<file path="src/design/atsd_pkg.sv">
`default_nettype none

package atsd_pkg;

   localparam int CSR_IDX_W  = 4;
   localparam int CSR_DATA_W = 16;
   localparam int AXES       = 3;
   localparam int ROOT_STEPS = 16;
   localparam int STEP_W     = $clog2(ROOT_STEPS);

   localparam logic [15:0] ONE_G     = 16'd4096;
   localparam logic [31:0] ROOT_BIT0 = 32'h4000_0000;

   localparam logic [14:0] RST_TILT_THRESHOLD   = 15'd2048;
   localparam logic [1:0]  RST_AXIS_INVERT      = 2'd0;
   localparam logic [15:0] RST_TAP_THRESHOLD    = 16'd6144;
   localparam logic [15:0] RST_TAP_DEBOUNCE     = 16'd200;
   localparam logic [15:0] RST_SHAKE_WINDOW     = 16'd1000;
   localparam logic [15:0] RST_SHAKE_PEAK_HIGH  = 16'd4096;
   localparam logic [15:0] RST_SHAKE_PEAK_LOW   = 16'd1024;
   localparam logic [3:0]  RST_SHAKE_PEAKS      = 4'd4;

   typedef enum logic [CSR_IDX_W-1:0] {
      CSR_TILT_THRESHOLD     = 4'd0,
      CSR_AXIS_INVERT        = 4'd1,
      CSR_TAP_THRESHOLD      = 4'd2,
      CSR_TAP_DEBOUNCE_MS    = 4'd3,
      CSR_SHAKE_WINDOW_MS    = 4'd4,
      CSR_SHAKE_PEAK_HIGH    = 4'd5,
      CSR_SHAKE_PEAK_LOW     = 4'd6,
      CSR_SHAKE_PEAKS_NEEDED = 4'd7
   } csr_idx_type;

   typedef enum logic [2:0] {
      TILT_FLAT  = 3'd0,
      TILT_LEFT  = 3'd1,
      TILT_RIGHT = 3'd2,
      TILT_UP    = 3'd3,
      TILT_DOWN  = 3'd4
   } tilt_type;

   typedef enum logic [1:0] {
      ST_IDLE,
      ST_SQUARE,
      ST_ROOT,
      ST_FINISH
   } state_type;

   typedef enum logic [1:0] {
      AXIS_X,
      AXIS_Y,
      AXIS_Z
   } axis_type;

   typedef struct packed {
      logic     load;
      logic     sq_en;
      axis_type sq_sel;
      logic     root_en;
      logic     commit;
   } cmd_type;

   typedef struct packed {
      logic clear_mode;
   } status_type;

endpackage

`default_nettype wire

</file>
<file path="src/design/atsd_if.sv">
`default_nettype none

interface atsd_req_if ();
   logic               valid;
   logic               ready;
   logic               mode;
   logic signed [15:0] accel_x;
   logic signed [15:0] accel_y;
   logic signed [15:0] accel_z;
   logic [31:0]        time_ms;

   modport source (output valid, output mode, output accel_x, output accel_y,
                   output accel_z, output time_ms, input ready);
   modport sink (input valid, input mode, input accel_x, input accel_y,
                 input accel_z, input time_ms, output ready);
endinterface

interface atsd_rsp_if ();
   logic        valid;
   logic        ready;
   logic [15:0] dyn_accel;
   logic [2:0]  tilt;
   logic        tap;
   logic        shake;

   modport source (output valid, output dyn_accel, output tilt, output tap,
                   output shake, input ready);
   modport sink (input valid, input dyn_accel, input tilt, input tap,
                 input shake, output ready);
endinterface

interface atsd_csr_if import atsd_pkg::*; ();
   logic                  valid;
   logic                  ready;
   logic [CSR_IDX_W-1:0]  index;
   logic [CSR_DATA_W-1:0] data;

   modport source (output valid, output index, output data, input ready);
   modport sink (input valid, input index, input data, output ready);
endinterface

`default_nettype wire

</file>
<file path="src/design/accel_tilt_tap_shake_detector.sv">
// Tilt, tap and shake detector for raw three-axis accelerometer samples.
// The req_bus channel carries one sample word: mode, accel_x/y/z and
// time_ms. The rsp_bus channel returns one result word per sample:
// dyn_accel, tilt, tap and shake. Both use valid/ready and a word moves
// when both are high at a rising clock edge.
// The csr_bus channel writes one configuration register per word; it is
// always ready and should only be used while the block is idle.
// A new sample is accepted only once the previous one is committed: the
// axes are squared and summed on one shared 16x16 multiplier, and the
// square root then produces one result bit per cycle, followed by a
// commit step that registers the result word.
// A clear-mode word skips the square and root steps and returns an all-zero result.
// The output register holds a finished result while the receiver stalls;
// the next sample is accepted and computed meanwhile, and it waits in its
// final cycle until the output register is free.
// Reset restores the register defaults, clears the tap and shake history,
// arms the peak detector and empties the output register.
`default_nettype none

module accel_tilt_tap_shake_detector import atsd_pkg::*; (
   input logic      clock,
   input logic      reset,
   atsd_req_if.sink   req_bus,
   atsd_rsp_if.source rsp_bus,
   atsd_csr_if.sink   csr_bus
);

   cmd_type    cmd;
   status_type status;

   assign csr_bus.ready = 1'b1;

   atsd_ctrl u_ctrl (
      .clock     (clock),
      .reset     (reset),
      .req_valid (req_bus.valid),
      .req_ready (req_bus.ready),
      .rsp_valid (rsp_bus.valid),
      .rsp_ready (rsp_bus.ready),
      .status    (status),
      .cmd       (cmd)
   );

   atsd_dp u_dp (
      .clock         (clock),
      .reset         (reset),
      .cmd           (cmd),
      .status        (status),
      .req_mode      (req_bus.mode),
      .req_accel_x   (req_bus.accel_x),
      .req_accel_y   (req_bus.accel_y),
      .req_accel_z   (req_bus.accel_z),
      .req_time_ms   (req_bus.time_ms),
      .csr_write     (csr_bus.valid && csr_bus.ready),
      .csr_index     (csr_bus.index),
      .csr_data      (csr_bus.data),
      .rsp_dyn_accel (rsp_bus.dyn_accel),
      .rsp_tilt      (rsp_bus.tilt),
      .rsp_tap       (rsp_bus.tap),
      .rsp_shake     (rsp_bus.shake)
   );

   a_commit_slot_free: assert property (@(posedge clock) disable iff (reset)
      cmd.commit |-> (!rsp_bus.valid || rsp_bus.ready))
      else $error("result committed over a pending word");

   a_commit_shows_valid: assert property (@(posedge clock) disable iff (reset)
      cmd.commit |=> rsp_bus.valid)
      else $error("committed result not presented");

   a_no_early_commit: assert property (@(posedge clock) disable iff (reset)
      (req_bus.valid && req_bus.ready) |=> !cmd.commit)
      else $error("commit in the cycle after acceptance");

   a_single_op: assert property (@(posedge clock) disable iff (reset)
      !(cmd.sq_en && cmd.root_en) && !(cmd.load && cmd.commit))
      else $error("conflicting datapath commands");

endmodule

`default_nettype wire

</file>
<file path="src/design/atsd_ctrl.sv">
`default_nettype none

module atsd_ctrl import atsd_pkg::*; (
   input  logic       clock,
   input  logic       reset,
   input  logic       req_valid,
   output logic       req_ready,
   output logic       rsp_valid,
   input  logic       rsp_ready,
   input  status_type status,
   output cmd_type    cmd
);

   state_type         state_ff, state_in;
   logic [STEP_W-1:0] cnt_ff, cnt_in;
   logic              rsp_valid_ff, rsp_valid_in;
   logic              slot_free;

   assign slot_free = !rsp_valid_ff || rsp_ready;

   always_comb begin
      state_in = state_ff;
      cnt_in   = cnt_ff;
      case (state_ff)
         ST_IDLE: begin
            cnt_in = '0;
            if (req_valid) begin
               state_in = ST_SQUARE;
            end
         end
         ST_SQUARE: begin
            if (status.clear_mode) begin
               state_in = ST_FINISH;
            end else if (cnt_ff == STEP_W'(AXES - 1)) begin
               state_in = ST_ROOT;
               cnt_in   = '0;
            end else begin
               cnt_in = cnt_ff + 1'b1;
            end
         end
         ST_ROOT: begin
            if (cnt_ff == STEP_W'(ROOT_STEPS - 1)) begin
               state_in = ST_FINISH;
            end else begin
               cnt_in = cnt_ff + 1'b1;
            end
         end
         ST_FINISH: begin
            if (slot_free) begin
               state_in = ST_IDLE;
            end
         end
         default: begin
            state_in = ST_IDLE;
         end
      endcase
   end

   always_comb begin
      req_ready   = 1'b0;
      cmd         = '0;
      cmd.sq_sel  = axis_type'(cnt_ff[1:0]);
      case (state_ff)
         ST_IDLE: begin
            req_ready = 1'b1;
            cmd.load  = req_valid;
         end
         ST_SQUARE: begin
            cmd.sq_en = !status.clear_mode;
         end
         ST_ROOT: begin
            cmd.root_en = 1'b1;
         end
         ST_FINISH: begin
            cmd.commit = slot_free;
         end
         default: begin
            req_ready = 1'b0;
         end
      endcase
   end

   always_comb begin
      rsp_valid_in = cmd.commit || (rsp_valid_ff && !rsp_ready);
   end

   assign rsp_valid = rsp_valid_ff;

   always_ff @(posedge clock) begin
      if (reset) begin
         state_ff     <= ST_IDLE;
         cnt_ff       <= '0;
         rsp_valid_ff <= 1'b0;
      end else begin
         state_ff     <= state_in;
         cnt_ff       <= cnt_in;
         rsp_valid_ff <= rsp_valid_in;
      end
   end

endmodule

`default_nettype wire

</file>
<file path="src/design/atsd_dp.sv">
`default_nettype none

module atsd_dp import atsd_pkg::*; (
   input  logic                  clock,
   input  logic                  reset,
   input  cmd_type               cmd,
   output status_type            status,
   input  logic                  req_mode,
   input  logic signed [15:0]    req_accel_x,
   input  logic signed [15:0]    req_accel_y,
   input  logic signed [15:0]    req_accel_z,
   input  logic [31:0]           req_time_ms,
   input  logic                  csr_write,
   input  logic [CSR_IDX_W-1:0]  csr_index,
   input  logic [CSR_DATA_W-1:0] csr_data,
   output logic [15:0]           rsp_dyn_accel,
   output logic [2:0]            rsp_tilt,
   output logic                  rsp_tap,
   output logic                  rsp_shake
);

   logic [14:0] tilt_thr_ff, tilt_thr_in;
   logic [1:0]  axis_inv_ff, axis_inv_in;
   logic [15:0] tap_thr_ff, tap_thr_in;
   logic [15:0] tap_deb_ff, tap_deb_in;
   logic [15:0] win_ff, win_in;
   logic [15:0] peak_high_ff, peak_high_in;
   logic [15:0] peak_low_ff, peak_low_in;
   logic [3:0]  peaks_needed_ff, peaks_needed_in;

   logic               mode_ff, mode_in;
   logic signed [15:0] x_ff, x_in;
   logic signed [15:0] y_ff, y_in;
   logic signed [15:0] z_ff, z_in;
   logic [31:0]        time_ff, time_in;

   logic [31:0] rem_ff, rem_in;
   logic [31:0] root_ff, root_in;
   logic [31:0] bit_ff, bit_in;

   logic [31:0] last_tap_ff, last_tap_in;
   logic [31:0] first_peak_ff, first_peak_in;
   logic [3:0]  peak_count_ff, peak_count_in;
   logic        armed_ff, armed_in;

   logic [15:0] dyn_out_ff, dyn_out_in;
   tilt_type    tilt_out_ff, tilt_out_in;
   logic        tap_out_ff, tap_out_in;
   logic        shake_out_ff, shake_out_in;

   logic signed [15:0] sq_op;
   logic signed [31:0] sq_prod;
   logic [31:0]        trial;

   logic [15:0] mag;
   logic [15:0] dyn;

   logic signed [17:0] xs, ys, zs, ax, ay, az, thr_s, flat_lim;
   tilt_type           tilt_val;

   logic [31:0] since_tap, since_peak;
   logic        tap_hit, peak_hit, rearm, shake_hit;
   logic [3:0]  pc0, pc1;

   always_comb begin
      tilt_thr_in     = tilt_thr_ff;
      axis_inv_in     = axis_inv_ff;
      tap_thr_in      = tap_thr_ff;
      tap_deb_in      = tap_deb_ff;
      win_in          = win_ff;
      peak_high_in    = peak_high_ff;
      peak_low_in     = peak_low_ff;
      peaks_needed_in = peaks_needed_ff;
      if (csr_write) begin
         case (csr_index)
            CSR_TILT_THRESHOLD:     tilt_thr_in     = csr_data[14:0];
            CSR_AXIS_INVERT:        axis_inv_in     = csr_data[1:0];
            CSR_TAP_THRESHOLD:      tap_thr_in      = csr_data;
            CSR_TAP_DEBOUNCE_MS:    tap_deb_in      = csr_data;
            CSR_SHAKE_WINDOW_MS:    win_in          = csr_data;
            CSR_SHAKE_PEAK_HIGH:    peak_high_in    = csr_data;
            CSR_SHAKE_PEAK_LOW:     peak_low_in     = csr_data;
            CSR_SHAKE_PEAKS_NEEDED: peaks_needed_in = csr_data[3:0];
            default: begin
               tilt_thr_in = tilt_thr_ff;
            end
         endcase
      end
   end

   always_comb begin
      mode_in = cmd.load ? req_mode    : mode_ff;
      x_in    = cmd.load ? req_accel_x : x_ff;
      y_in    = cmd.load ? req_accel_y : y_ff;
      z_in    = cmd.load ? req_accel_z : z_ff;
      time_in = cmd.load ? req_time_ms : time_ff;
   end

   always_comb begin
      case (cmd.sq_sel)
         AXIS_X:  sq_op = x_ff;
         AXIS_Y:  sq_op = y_ff;
         AXIS_Z:  sq_op = z_ff;
         default: sq_op = z_ff;
      endcase
   end

   assign sq_prod = sq_op * sq_op;
   assign trial   = root_ff + bit_ff;

   always_comb begin
      rem_in  = rem_ff;
      root_in = root_ff;
      bit_in  = bit_ff;
      if (cmd.load) begin
         rem_in  = '0;
         root_in = '0;
         bit_in  = ROOT_BIT0;
      end else if (cmd.sq_en) begin
         rem_in = rem_ff + $unsigned(sq_prod);
      end else if (cmd.root_en) begin
         if (rem_ff >= trial) begin
            rem_in  = rem_ff - trial;
            root_in = (root_ff >> 1) + bit_ff;
         end else begin
            root_in = root_ff >> 1;
         end
         bit_in = bit_ff >> 2;
      end
   end

   assign mag = root_ff[15:0];
   assign dyn = (mag >= ONE_G) ? (mag - ONE_G) : (ONE_G - mag);

   always_comb begin
      xs       = {{2{x_ff[15]}}, x_ff};
      ys       = {{2{y_ff[15]}}, y_ff};
      zs       = {{2{z_ff[15]}}, z_ff};
      thr_s    = {3'b000, tilt_thr_ff};
      flat_lim = $signed({2'b00, ONE_G}) - thr_s;
      if (axis_inv_ff[0]) begin
         xs = -xs;
      end
      if (axis_inv_ff[1]) begin
         ys = -ys;
      end
      ax = (xs < 0) ? -xs : xs;
      ay = (ys < 0) ? -ys : ys;
      az = (zs < 0) ? -zs : zs;
      tilt_val = TILT_FLAT;
      if (az > ax && az > ay && az > flat_lim) begin
         tilt_val = TILT_FLAT;
      end else if (ax >= ay) begin
         if (xs >= thr_s) begin
            tilt_val = TILT_RIGHT;
         end else if (xs <= -thr_s) begin
            tilt_val = TILT_LEFT;
         end
      end else begin
         if (ys >= thr_s) begin
            tilt_val = TILT_DOWN;
         end else if (ys <= -thr_s) begin
            tilt_val = TILT_UP;
         end
      end
   end

   always_comb begin
      since_tap  = time_ff - last_tap_ff;
      since_peak = time_ff - first_peak_ff;
      tap_hit    = (dyn >= tap_thr_ff) && (since_tap >= {16'b0, tap_deb_ff});
      if (peak_count_ff != 4'd0 && since_peak > {16'b0, win_ff}) begin
         pc0 = 4'd0;
      end else begin
         pc0 = peak_count_ff;
      end
      peak_hit  = armed_ff && (dyn >= peak_high_ff);
      rearm     = !armed_ff && (dyn <= peak_low_ff);
      pc1       = peak_hit ? (pc0 + 4'd1) : pc0;
      shake_hit = (pc1 >= peaks_needed_ff);
   end

   always_comb begin
      last_tap_in   = last_tap_ff;
      first_peak_in = first_peak_ff;
      peak_count_in = peak_count_ff;
      armed_in      = armed_ff;
      dyn_out_in    = dyn_out_ff;
      tilt_out_in   = tilt_out_ff;
      tap_out_in    = tap_out_ff;
      shake_out_in  = shake_out_ff;
      if (cmd.commit) begin
         if (mode_ff) begin
            peak_count_in = 4'd0;
            armed_in      = 1'b1;
            dyn_out_in    = '0;
            tilt_out_in   = TILT_FLAT;
            tap_out_in    = 1'b0;
            shake_out_in  = 1'b0;
         end else begin
            if (tap_hit) begin
               last_tap_in = time_ff;
            end
            if (peak_hit && pc0 == 4'd0) begin
               first_peak_in = time_ff;
            end
            peak_count_in = shake_hit ? 4'd0 : pc1;
            if (peak_hit) begin
               armed_in = 1'b0;
            end else if (rearm) begin
               armed_in = 1'b1;
            end
            dyn_out_in   = dyn;
            tilt_out_in  = tilt_val;
            tap_out_in   = tap_hit;
            shake_out_in = shake_hit;
         end
      end
   end

   always_ff @(posedge clock) begin
      if (reset) begin
         tilt_thr_ff     <= RST_TILT_THRESHOLD;
         axis_inv_ff     <= RST_AXIS_INVERT;
         tap_thr_ff      <= RST_TAP_THRESHOLD;
         tap_deb_ff      <= RST_TAP_DEBOUNCE;
         win_ff          <= RST_SHAKE_WINDOW;
         peak_high_ff    <= RST_SHAKE_PEAK_HIGH;
         peak_low_ff     <= RST_SHAKE_PEAK_LOW;
         peaks_needed_ff <= RST_SHAKE_PEAKS;
         last_tap_ff     <= '0;
         first_peak_ff   <= '0;
         peak_count_ff   <= '0;
         armed_ff        <= 1'b1;
      end else begin
         tilt_thr_ff     <= tilt_thr_in;
         axis_inv_ff     <= axis_inv_in;
         tap_thr_ff      <= tap_thr_in;
         tap_deb_ff      <= tap_deb_in;
         win_ff          <= win_in;
         peak_high_ff    <= peak_high_in;
         peak_low_ff     <= peak_low_in;
         peaks_needed_ff <= peaks_needed_in;
         last_tap_ff     <= last_tap_in;
         first_peak_ff   <= first_peak_in;
         peak_count_ff   <= peak_count_in;
         armed_ff        <= armed_in;
      end
   end

   always_ff @(posedge clock) begin
      mode_ff      <= mode_in;
      x_ff         <= x_in;
      y_ff         <= y_in;
      z_ff         <= z_in;
      time_ff      <= time_in;
      rem_ff       <= rem_in;
      root_ff      <= root_in;
      bit_ff       <= bit_in;
      dyn_out_ff   <= dyn_out_in;
      tilt_out_ff  <= tilt_out_in;
      tap_out_ff   <= tap_out_in;
      shake_out_ff <= shake_out_in;
   end

   assign status.clear_mode = mode_ff;
   assign rsp_dyn_accel     = dyn_out_ff;
   assign rsp_tilt          = tilt_out_ff;
   assign rsp_tap           = tap_out_ff;
   assign rsp_shake         = shake_out_ff;

endmodule

`default_nettype wire

</file>
<file path="src/flat_wrapper.sv">
// flat-port wrapper written by rule: the top's interface ports become plain ports
module accel_tilt_tap_shake_detector_flat import atsd_pkg::*;
  (clock, reset, req_bus_valid, req_bus_mode, req_bus_accel_x, req_bus_accel_y, req_bus_accel_z, req_bus_time_ms, req_bus_ready, rsp_bus_valid, rsp_bus_dyn_accel, rsp_bus_tilt, rsp_bus_tap, rsp_bus_shake, rsp_bus_ready, csr_bus_valid, csr_bus_index, csr_bus_data, csr_bus_ready);
  atsd_req_if req_bus_i ();
  atsd_rsp_if rsp_bus_i ();
  atsd_csr_if csr_bus_i ();
  input logic clock;
  input logic reset;
  input wire logic [$bits(req_bus_i.valid)-1:0] req_bus_valid;
  input wire logic [$bits(req_bus_i.mode)-1:0] req_bus_mode;
  input wire logic [$bits(req_bus_i.accel_x)-1:0] req_bus_accel_x;
  input wire logic [$bits(req_bus_i.accel_y)-1:0] req_bus_accel_y;
  input wire logic [$bits(req_bus_i.accel_z)-1:0] req_bus_accel_z;
  input wire logic [$bits(req_bus_i.time_ms)-1:0] req_bus_time_ms;
  output wire logic [$bits(req_bus_i.ready)-1:0] req_bus_ready;
  output wire logic [$bits(rsp_bus_i.valid)-1:0] rsp_bus_valid;
  output wire logic [$bits(rsp_bus_i.dyn_accel)-1:0] rsp_bus_dyn_accel;
  output wire logic [$bits(rsp_bus_i.tilt)-1:0] rsp_bus_tilt;
  output wire logic [$bits(rsp_bus_i.tap)-1:0] rsp_bus_tap;
  output wire logic [$bits(rsp_bus_i.shake)-1:0] rsp_bus_shake;
  input wire logic [$bits(rsp_bus_i.ready)-1:0] rsp_bus_ready;
  input wire logic [$bits(csr_bus_i.valid)-1:0] csr_bus_valid;
  input wire logic [$bits(csr_bus_i.index)-1:0] csr_bus_index;
  input wire logic [$bits(csr_bus_i.data)-1:0] csr_bus_data;
  output wire logic [$bits(csr_bus_i.ready)-1:0] csr_bus_ready;
  assign req_bus_i.valid = req_bus_valid;
  assign req_bus_i.mode = req_bus_mode;
  assign req_bus_i.accel_x = req_bus_accel_x;
  assign req_bus_i.accel_y = req_bus_accel_y;
  assign req_bus_i.accel_z = req_bus_accel_z;
  assign req_bus_i.time_ms = req_bus_time_ms;
  assign req_bus_ready = req_bus_i.ready;
  assign rsp_bus_valid = rsp_bus_i.valid;
  assign rsp_bus_dyn_accel = rsp_bus_i.dyn_accel;
  assign rsp_bus_tilt = rsp_bus_i.tilt;
  assign rsp_bus_tap = rsp_bus_i.tap;
  assign rsp_bus_shake = rsp_bus_i.shake;
  assign rsp_bus_i.ready = rsp_bus_ready;
  assign csr_bus_i.valid = csr_bus_valid;
  assign csr_bus_i.index = csr_bus_index;
  assign csr_bus_i.data = csr_bus_data;
  assign csr_bus_ready = csr_bus_i.ready;
  accel_tilt_tap_shake_detector u_core (.clock(clock), .reset(reset), .req_bus(req_bus_i), .rsp_bus(rsp_bus_i), .csr_bus(csr_bus_i));
endmodule
</file>
<file path="config.mk">
export PLATFORM = sky130hd
export DESIGN_NAME = accel_tilt_tap_shake_detector_flat
export DESIGN_NICKNAME = d
export VERILOG_FILES = /design/src/design/atsd_pkg.sv /design/src/design/atsd_if.sv /design/src/design/accel_tilt_tap_shake_detector.sv /design/src/design/atsd_ctrl.sv /design/src/design/atsd_dp.sv /design/src/flat_wrapper.sv
export SDC_FILE = /design/constraint.sdc
export NUM_CORES = 2
export LEC_CHECK = 0
export BUFFER_PORTS_ARGS = -buffer_cell sky130_fd_sc_hd__buf_4
export CAP_MARGIN = 30
export CORE_UTILIZATION = 50
export DETAILED_ROUTE_END_ITERATION = 8
export PLACE_DENSITY = 0.66
export SLEW_MARGIN = 25
export SYNTH_ARGS = -nofsm -noshare
export SYNTH_HDL_FRONTEND = slang
export SYNTH_HIERARCHICAL = 1
export SYNTH_SLANG_ARGS = --single-unit
</file>
<file path="constraint.sdc">
create_clock -name clock -period 21.7 [get_ports clock]
set_clock_uncertainty 0.15 [all_clocks]
set_input_delay 4.34 -clock clock [delete_from_list [all_inputs] [get_ports clock]]
set_output_delay 4.34 -clock clock [all_outputs]
set_load 0.005 [all_outputs]
</file>
==> results.rst <==
.. list-table::
   :header-rows: 1

   * - Metric
     - Value
   * - Run status
     - complete, no violations
   * - Launch point of the worst path
     - u_core/u_ctrl/cnt_ff[0]
   * - Die area
     - just under 80000 um2
   * - Cell type with the highest occurrence count on the critical path
     - fa_1
   * - Grt ovf
     - 0
   * - Upper clock frequency limit
     - around 0.12 GHz
   * - Unrepaired setup endpoints after global routing
     - no
   * - Post-CTS Setup Repair Bufs
     - 0
   * - Area of the mapped netlist
     - 38000 um2
   * - Startpoint Class
     - flip-flop
   * - Source of the worst register-to-register timing path
     - u_core/u_ctrl/cnt_ff[0]
   * - Layout Cell Area excl Fill
     - 41300 um2
   * - Rel. slew slack
     - 0.340
   * - Reg-to-reg slack, setup
     - between 10000 and 15000 ps
   * - Multiplexer area fraction after synthesis
     - 0.0267
   * - Avg Cell Area, Syn
     - between 8 and 9 um2
   * - Clk pin slew, worst setup/hold paths
     - 60 ps
   * - Share of the synthesized area in compound gates (AO/OA/AOI/OAI)
     - 0.170
   * - Number of antenna diodes
     - 0
   * - Number of design rule violations left after detail routing
     - 0
   * - Number of instances in the synthesized netlist
     - 4506
   * - Initial detailed-routing violation count
     - 2306
   * - Maximum number of pins on one net before global-route repair
     - 104
   * - Post-detailed-route wirelength per cell
     - 18.1 um
   * - Synth-to-layout area growth
     - 8.48%
   * - Worst slew pin tran
     - 983 ps
   * - Number of hold buffers added after cts
     - 0
   * - Area post-placement
     - approximately 40000 um2
   * - Total Negative Setup Slacks
     - 0 ps
   * - Final clock period utilization by the worst path
     - 0.383
   * - Most frequent cells in the layout
     - inv_1, nand2_1, ha_1
   * - Peak fanout along the critical path
     - 20
   * - Top-level I/O count
     - 130
   * - Async set-or-reset flop fraction in the synthesized netlist
     - 0
   * - Fraction of final layout cells sized beyond drive strength 1
     - 0.0617
   * - DR vias/cell
     - 5.65
   * - Sequential element share of the synthesized area
     - 0.216
   * - Vias after detailed routing
     - 31378
   * - Gpl congestion
     - approximately 0.94
   * - Area of the core region
     - 74800 um2
   * - Data arrival time of the critical path
     - 8600 ps
   * - Count of H-tree levels built during CTS
     - 2
   * - Antenna violations before repair
     - 2
   * - Number of sinks on the clock net
     - 359
   * - Reg-to-reg critical path endpoint
     - u_core/u_dp/rem_ff[30]
   * - Critical Path Sink
     - u_core/u_dp/rem_ff[30]
   * - Overall Global Routing Usage
     - 0.261
   * - Final-report hold violation count
     - 0
   * - Final routed wirelength across all metal layers
     - 100000 um
   * - Width of the die
     - between 200 and 300 um
   * - Die Height
     - 278 um
   * - Category of the critical setup timing path
     - flip-flop to flip-flop
   * - Share of synthesized cell area in and, or, nand and nor gates
     - 0.156
   * - Layout net count
     - 5400
   * - Worst-case reg-to-reg path depth
     - 27
   * - Count of flip-flops with a built-in enable after synthesis
     - 102
   * - Warning count from the yosys run
     - 6
   * - Share of synthesized cell area in full adder, half adder and majority cells
     - 0.297
   * - Most common cell after layout, fill and taps aside
     - inv_1
   * - Clk root buf
     - clkbuf_16
   * - Ys flop type
     - dfxtp_1
   * - Critical path data required time
     - 21990 ps
   * - Max-slew violation count
     - 0
   * - IO Port Bufs
     - 128
   * - Initial Util
     - 0.508
   * - Kind of end point of the critical path
     - flip-flop
   * - Endpoints failing setup
     - 0
   * - CTS tree
     - built
   * - # resized after CTS
     - 0
   * - Dominant combinational cell family by area after synthesis
     - adder cells
   * - Clock latency of the later-clocked register in the worst-skew pair
     - 600 ps
   * - Post-route ant nets
     - 0
   * - DP HPWL
     - 79400 um
   * - Number of buffers on the longest clock path
     - 3
   * - Total CTS buffers
     - 43
   * - Stage delay of the slowest cell on the critical path
     - 550 ps
   * - Synth Register Bits
     - 359
   * - Worst min-delay path class
     - flip-flop to flip-flop
   * - Xor-xnor portion of the synthesized cell area
     - 0.0574
   * - Wire length of the first global-routing pass
     - 163000 um
   * - Critical path's slowest cell
     - fa_1
   * - Max-cap viol count
     - 0
   * - Launch instance of the worst min-delay path
     - u_core/u_dp/peak_low_ff[14]
   * - Number of global-route vias before repair
     - 29951
   * - Synth cell types
     - a little under 100
   * - Time the final worst path needs with I/O delays and setup
     - ~8300 ps
   * - Count of standard-cell rows
     - 100
   * - First-pass iteration count of the detailed router
     - 6
-- logic make-up after synthesis --
logic type,count (synthesis)
XOR/XNOR,249
AND/OR/NAND/NOR,1286
buffers and inverters,767
flip-flops,359
AO/OA/AOI/OAI,999
adder cells (fa/ha/maj),742
other,3
multiplexers,101
-- worst max-delay path: cells and delay by family, from the launching register on --
kind                     cells  cell delay (ps)
AO/OA/AOI/OAI                7             1980
multiplexers                 1              220
AND/OR/NAND/NOR              5             1210
adder cells (fa/ha/maj)      7             3250
buffers and inverters        7             1020
flip-flops                   1              310
-- state kept, by name (all words and copies together) (netlist names), 15 cells and up --
name,flops
u_core/u_dp/first_peak_ff,32
u_core/u_dp/last_tap_ff,32
u_core/u_dp/rem_ff,32
u_core/u_dp/root_ff,32
u_core/u_dp/time_ff,32
u_core/u_dp/bit_ff,16
u_core/u_dp/peak_high_ff,16
u_core/u_dp/peak_low_ff,16
u_core/u_dp/rsp_dyn_accel,16
u_core/u_dp/tap_deb_ff,16
u_core/u_dp/tap_thr_ff,16
u_core/u_dp/win_ff,16
u_core/u_dp/x_ff,16
u_core/u_dp/y_ff,16
u_core/u_dp/z_ff,16
u_core/u_dp/tilt_thr_ff,15
-- worst min path at each step --
stage / to / cells after the start
2_1_floorplan: u_core/u_dp/peak_high_ff[10] / 2
3_5_place_dp: u_core/u_dp/peak_low_ff[9] / 2
3_3_place_gp: u_core/u_dp/tap_thr_ff[3] / 2
5_1_grt: u_core/u_dp/peak_low_ff[12] / 2
6_report: u_core/u_dp/peak_low_ff[14] / 2
4_1_cts: u_core/u_dp/peak_low_ff[9] / 2
-- metrics by stage --
stage,setup slack (ps),instances,hold WS [ps],utilization
6_report,13390,5556,304,0.551
5_1_grt,12830,5556,320,0.551
4_1_cts,13330,5554,305,0.551
3_5_place_dp,13370,5474,296,0.532
3_3_place_gp,13490,5473,291,0.532
2_1_floorplan,13830,4514,286,-
-- synthesized netlist by cell type, types with 18 or more instances --
| cell type | number | area share |
|---|---|---|
| a211o_1 | 24 | 0.0055 |
| a211oi_1 | 74 | 0.015 |
| a21o_1 | 84 | 0.017 |
| a21oi_1 | 322 | 0.042 |
| a31oi_1 | 34 | 0.0056 |
| and2_1 | 27 | 0.0044 |
| clkbuf_1 | 135 | 0.013 |
| dfxtp_1 | 257 | 0.14 |
| edfxtp_1 | 102 | 0.081 |
| fa_1 | 267 | 0.14 |
| ha_1 | 475 | 0.16 |
| inv_1 | 598 | 0.059 |
| mux2i_1 | 98 | 0.026 |
| nand2_1 | 488 | 0.048 |
| nand2b_1 | 51 | 0.0084 |
| nand3_1 | 49 | 0.0064 |
| nand4_1 | 53 | 0.0087 |
| nor2_1 | 362 | 0.036 |
| nor2b_1 | 44 | 0.0072 |
| nor3_1 | 60 | 0.0079 |
| nor4_1 | 21 | 0.0035 |
| o211ai_1 | 23 | 0.0045 |
| o21a_1 | 53 | 0.010 |
| o21ai_0 | 175 | 0.023 |
| o21bai_1 | 25 | 0.0049 |
| o31ai_1 | 26 | 0.0051 |
| or3_1 | 32 | 0.0053 |
| or4_1 | 18 | 0.0036 |
| xnor2_1 | 161 | 0.037 |
| xor2_1 | 88 | 0.020 |
-- area by class of cell --
cell class              count  area, um2
well taps                 969       1210
fillers                  7033      33600
flip-flops and latches    359       8210
inverters                 605       2270
repair buffers            155       1210
clock inverters            22        185
clock buffers              58       1210
multi-input cells        3388      26900
-- per-layer routing --
metal	global-route usage	up-vias	part of all wire
met1	0.379	14872	0.48
li1	-	15501	-
met5	0	-	0.00031
met3	0.0347	137	0.060
met4	0.0646	4	0.024
met2	0.409	864	0.44
Power is not shown: default switching activity piles up to over one toggle a cycle in this logic, so the estimate is an artifact.
